## src/hdl/mcw_div_cell.sv

```systemverilog
// ----------------------------------------------------------------------------
// mcw_div_cell: one restoring division step on two lanes
// Shifts one dividend bit into the partial remainder, develops one quotient bit.
// ----------------------------------------------------------------------------
module mcw_div_cell #(
  parameter int NW = 41,
  parameter int DW = 32,
  parameter int SW = 8
) (
  input  logic          clk,
  input  logic          rst,
  input  logic          in_valid,
  input  logic [NW-1:0] in_work_x,
  input  logic [DW-1:0] in_rem_x,
  input  logic [NW-1:0] in_work_y,
  input  logic [DW-1:0] in_rem_y,
  input  logic [DW-1:0] div_x,
  input  logic [DW-1:0] div_y,
  input  logic [SW-1:0] in_side,
  output logic          out_valid,
  output logic [NW-1:0] out_work_x,
  output logic [DW-1:0] out_rem_x,
  output logic [NW-1:0] out_work_y,
  output logic [DW-1:0] out_rem_y,
  output logic [SW-1:0] out_side
);

  logic [DW:0] trial_x, trial_y, diff_x, diff_y;
  logic        ge_x, ge_y;

  always_comb begin
    trial_x = {in_rem_x, in_work_x[NW-1]};
    trial_y = {in_rem_y, in_work_y[NW-1]};
    diff_x  = trial_x - {1'b0, div_x};
    diff_y  = trial_y - {1'b0, div_y};
    ge_x    = (trial_x >= {1'b0, div_x});
    ge_y    = (trial_y >= {1'b0, div_y});
  end

  always_ff @(posedge clk) begin
    if (rst) begin
      out_valid <= 1'b0;
    end else begin
      out_valid <= in_valid;
    end
    out_work_x <= {in_work_x[NW-2:0], ge_x};
    out_work_y <= {in_work_y[NW-2:0], ge_y};
    out_rem_x  <= ge_x ? diff_x[DW-1:0] : trial_x[DW-1:0];
    out_rem_y  <= ge_y ? diff_y[DW-1:0] : trial_y[DW-1:0];
    out_side   <= in_side;
  end

endmodule

```

## config.mk

```make
export PLATFORM = sky130hd
export DESIGN_NAME = mcw_div_cell
export DESIGN_NICKNAME = d
export VERILOG_FILES = /design/src/hdl/mcw_div_cell.sv
export SDC_FILE = /design/constraint.sdc
export NUM_CORES = 1
export LEC_CHECK = 0
export ABC_AREA = 0
export BUFFER_PORTS_ARGS = -buffer_cell sky130_fd_sc_hd__buf_4
export CAP_MARGIN = 20
export CORE_ASPECT_RATIO = 0.9
export CORE_MARGIN = 10
export CORE_UTILIZATION = 30
export CTS_CLUSTER_DIAMETER = 30
export DETAILED_ROUTE_END_ITERATION = 10
export PLACE_DENSITY = 0.56
export SETUP_SLACK_MARGIN = 0.4
export SLEW_MARGIN = 10
export SYNTH_ARGS = -nofsm -noshare
export SYNTH_HDL_FRONTEND = slang
export SYNTH_SLANG_ARGS = --single-unit
export TNS_END_PERCENT = 100
```

## constraint.sdc

```tcl
create_clock -name clk -period 3.7 [get_ports clk]
set_input_delay 0.74 -clock clk [delete_from_list [all_inputs] [get_ports clk]]
set_output_delay 0.74 -clock clk [all_outputs]
set_load 0.02 [all_outputs]
```

# Yosys cells after proc, flatten, opt, wreduce, memory -nomap -nowiden
# Cells that the tools add are included.
op_classes:
  addsub: 2
  magnitude_cmp: 2
  muxes: 2
ops:
  columns: ["cell", "n"]
  rows:
  - ["33-bit by 32-bit greater-or-equal comparator with 1-bit output", 2]
  - ["32-bit two-way mux", 2]
  - ["32-bit subtractor", 2]
totals:
  wordCells: 12
  register_bits: 155
  inputBits: 221
  output_inout_bits: 155

# Depth between registers and ports, before layout
logic_depth:
  word_depth: 2
  depth_mapped: 14
  mapped_depth_nobuf: 12

# Least setup slack after synthesis
# No wires, ideal clock.
synth_path:
  kind: "in2reg"
  from: "input port div_y[1]"
  to: "register out_rem_y[25]"
  setup_slack_ns: 0.395
  n_path_buf: 2
  t_arrival_ns: 3.182
  setup_ns: 0.123
  required_time_ns: 3.577
  stages: 13
  cell_sequence: "inv_1 -> ha_1 -> nor2b_1 -> o31a_1 -> o21ai_2 -> a21oi_1 -> a21o_1 -> a221o_2 -> a41oi_2 -> o211a_1 -> buf_6 -> buf_6 -> mux2_1"
synth_via:
  elab_chain_len: 2
  word_cells_on_any_way: 3
  classes_between: "add/sub: 1; order compare: 1; mux: 1"
synth_lines:
  columns: ["item", "line_no", "source"]
  rows:
  - ["start, declared", "18", "input logic [DW-1:0] div_y,"]
  - ["32-bit subtractor or 33-bit by 32-bit greater-or-equal comparator with 1-bit output (tied branches)", "35, 37", null]
  - ["32-bit two-way mux (*)", "49", "out_rem_y <= ge_y ? diff_y[DW-1:0] : trial_y[DW-1:0];"]
  - ["end signal, assigned", "49", null]
  - ["end, declared", "24", "output logic [DW-1:0] out_rem_y,"]
# Mark *: on every way between the ends. The rest lies on a longest branch, timed or not.
# A chain may end at the register's enable or synchronous reset.

# Final worst setup path
layout_path:
  from: "input port div_y[1]"
  to: "register out_rem_y[6]"
# The elaborated chain is that of the path after synthesis.

==> impl_results.md <==
- Total chip power: 5.45 mW
- Yosys reg bits: 155
- P_leak: 5.71 nW
- Unique masters post-synth: 66
- Finish-stage setup viols: 0
- Drt drc: 0
- Critical Path AT: 3480 ps
- Gates resized, CTS repair: 0
- Cts bufs inserted: 17
- RSZ-0062 raised after global routing: false
- Vias: 7,011
- CTS Hold Bufs: 0
- Setup WS post-layout: 549 ps
- Clk slew on worst S/H paths: 90 ps
- Die height: 172 microns
- Max Transition Viols Final: 0
- Hold_ws: 392 ps
- Pwr per Cell Area: 473 mW/mm^2
- Largest cells by area after synthesis: dfxtp_1 (40%), ha_1 (10%), inv_1 (3.9%)
- H-Tree Depth: 4
- Hold WC Path Type: primary input to flop
- Crit Path Class: primary input to flop
- Input/output buffers: 375
- Slew @ Worst Pin: 530 ps
- EDFF count, synth: 0
- Placed insts: 1,511
- Slowest-stage cell, CP: a221o_2
- Part of the cycle the worst path needs: 85.2%
- Final GP Congestion: 0.866
- Row cnt: 55
- CP Launch Point: div_y[1]
- Area share of the largest cell type after synthesis: 40.4%
- Critical Path Sink: out_rem_y[6]
- Vias per cell: 4.54
- Share of layout cells above drive strength 1: 39.4%
- Grt ovf: 0
- CTS root buf: clkbuf_16
- Total Routing Usage GR: 16.5%
- Commonest non-fill, non-tap cell in the layout: buf_4
- TritonCTS clock tree: done
- Slew headroom: 64.4%
- Warnings from Yosys: 0
- Setup TNS Final: 0 ps
- Crit path buffers/inverters: 3
- Detailed-placement wirelength estimate: 23,800 microns
- Syn avg cell area: 9.58 sq um
- NumNets Final: 1,475
- WP depth: 13
- Hold Startpoint: in_work_y[23]
- Initial core utilization: 30.5%
- # IOs: 376
- Cell family with most CP delay: compound AO/OA/AOI/OAI gates
- Worst Setup End Kind: flop
- Netlist Area Pre-Place: 0.00768 sq mm
- Worst path cell trace: buf_4, inv_1, ha_1, nor2b_1, o31a_1, o21ai_2, a21oi_1, a21o_1, a221o_2, a41oi_2, o211a_1, buf_12, mux2_1
- Async S/R FF share, synth: 0%
- Final hold violation count: 0
- Number of antenna violations at the first check in global routing: 1
- CP max FO: 23
- Largest net degree at the start of global routing: 33
- Syn Nets: 1,088
- DRT iter0 DRCs: 251
- Die Area: 0.0324 sq mm
- CP peak stage delay: 380 ps
- CP required: 4030 ps
- Synth area leader: dfxtp_1
- Top_reg_cell synth: dfxtp_1
- Max VDD drop: 235 uV
- Max Cap Viol: 0
- Post-place setup slack: 104 ps
- CTS sink cnt: 155
- Area growth syn-to-layout: 49.9%
- Number of global-route vias before repair: 7,191
- Most frequent cells in the layout: buf_4 (389), dfxtp_1 (155), inv_1 (79)
- Clock buffer depth: 2
- Die outline width: 189 microns
- Crit start category: primary input
- Drt first pass iters: 4
- Final instance area: 0.0115 sq mm
- Finished Layout Cells: 1,544
- WL final: 28,300 microns
- Post-layout util: 45.7%
- Core ar.: 0.0252 sq mm
- Post-Synthesis Cells: 801
- WL/cell: 18.3 microns
- First-pass GRT wire length: 41,500 microns
- Fmax: 0.317 GHz
- Status: finished, final reports clean
- Period minus WS final: 3150 ps
- ANT nets after route: 0
- # Post-CTS Setup Buffers: 0
- Part of the Yosys area used for sequential elements: 40.4%
- Area post-placement: 0.0109 sq mm
## synthesized netlist by cell type (all sizes together), types with 3 or more instances
master   count
nor3b        3
ha          64
o211ai       4
o21ai       58
or2          3
nand4       13
nor3         8
o21bai       8
and2         5
o21a        10
and3         6
a211o        4
nor4         3
o31ai        3
nor2        30
nor2b       12
a31oi        7
xor2        26
dfxtp      155
buf         14
mux2        30
a2111oi      5
a21oi       59
clkbuf       9
a21o        33
nand2       57
o31a         3
a211oi       7
xnor2       32
nand2b       8
mux2i        3
inv         79
nand3       14
a21boi       4
## registers in the layout, indices dropped and copies added (netlist names)
register    cells
out_rem_x      32
out_rem_y      32
out_side        8
out_valid       1
out_work_x     41
out_work_y     41
## cell families after synthesis
| kind of cell | synth area share [%] |
|---|---|
| compound gates | 20.4 |
| xor+xnor | 6.62 |
| fa+ha+maj | 11.0 |
| buf+inv | 6.16 |
| flops | 40.4 |
| mux | 4.84 |
| simple gates | 10.6 |
## power breakdown
part / switching (mW) / internal (mW) / total [mW]
registers: 0.0614 / 1.88 / 1.94
logic: 0.899 / 0.785 / 1.68
clock network: 0.899 / 0.925 / 1.82
total: 1.86 / 3.59 / 5.45
## area by class of cell
type,count,area (sq um)
Timing Repair Buffer,391,2960
Clock buffer,17,425
Antenna cell,1,2.50
Multi-Input combinational cell,544,4100
Tap cell,342,428
Clock inverter,15,190
Sequential cell,155,3100
Fill cell,2545,13700
Inverter,79,297
## per-layer routing
metal / wire [microns] / GRT usage, % / share of wire, %
met1: 11900 / 19.0 / 42
met2: 13600 / 28.1 / 48
met3: 2420 / 6.66 / 8.6
met4: 322 / 3.72 / 1.1
met5: 0 / 0 / 0
## worst min-delay path by stage
stage	end	slack, ps	cells after the start
finish	out_work_y[24]	390	1
global route	out_work_x[10]	370	1
CTS	out_work_y[24]	370	1
detailed placement	out_work_y[28]	850	1
global placement	out_work_y[38]	840	1
floorplan	out_side[0]	770	0
No activity file was read; power rests on OpenSTA's default activity.
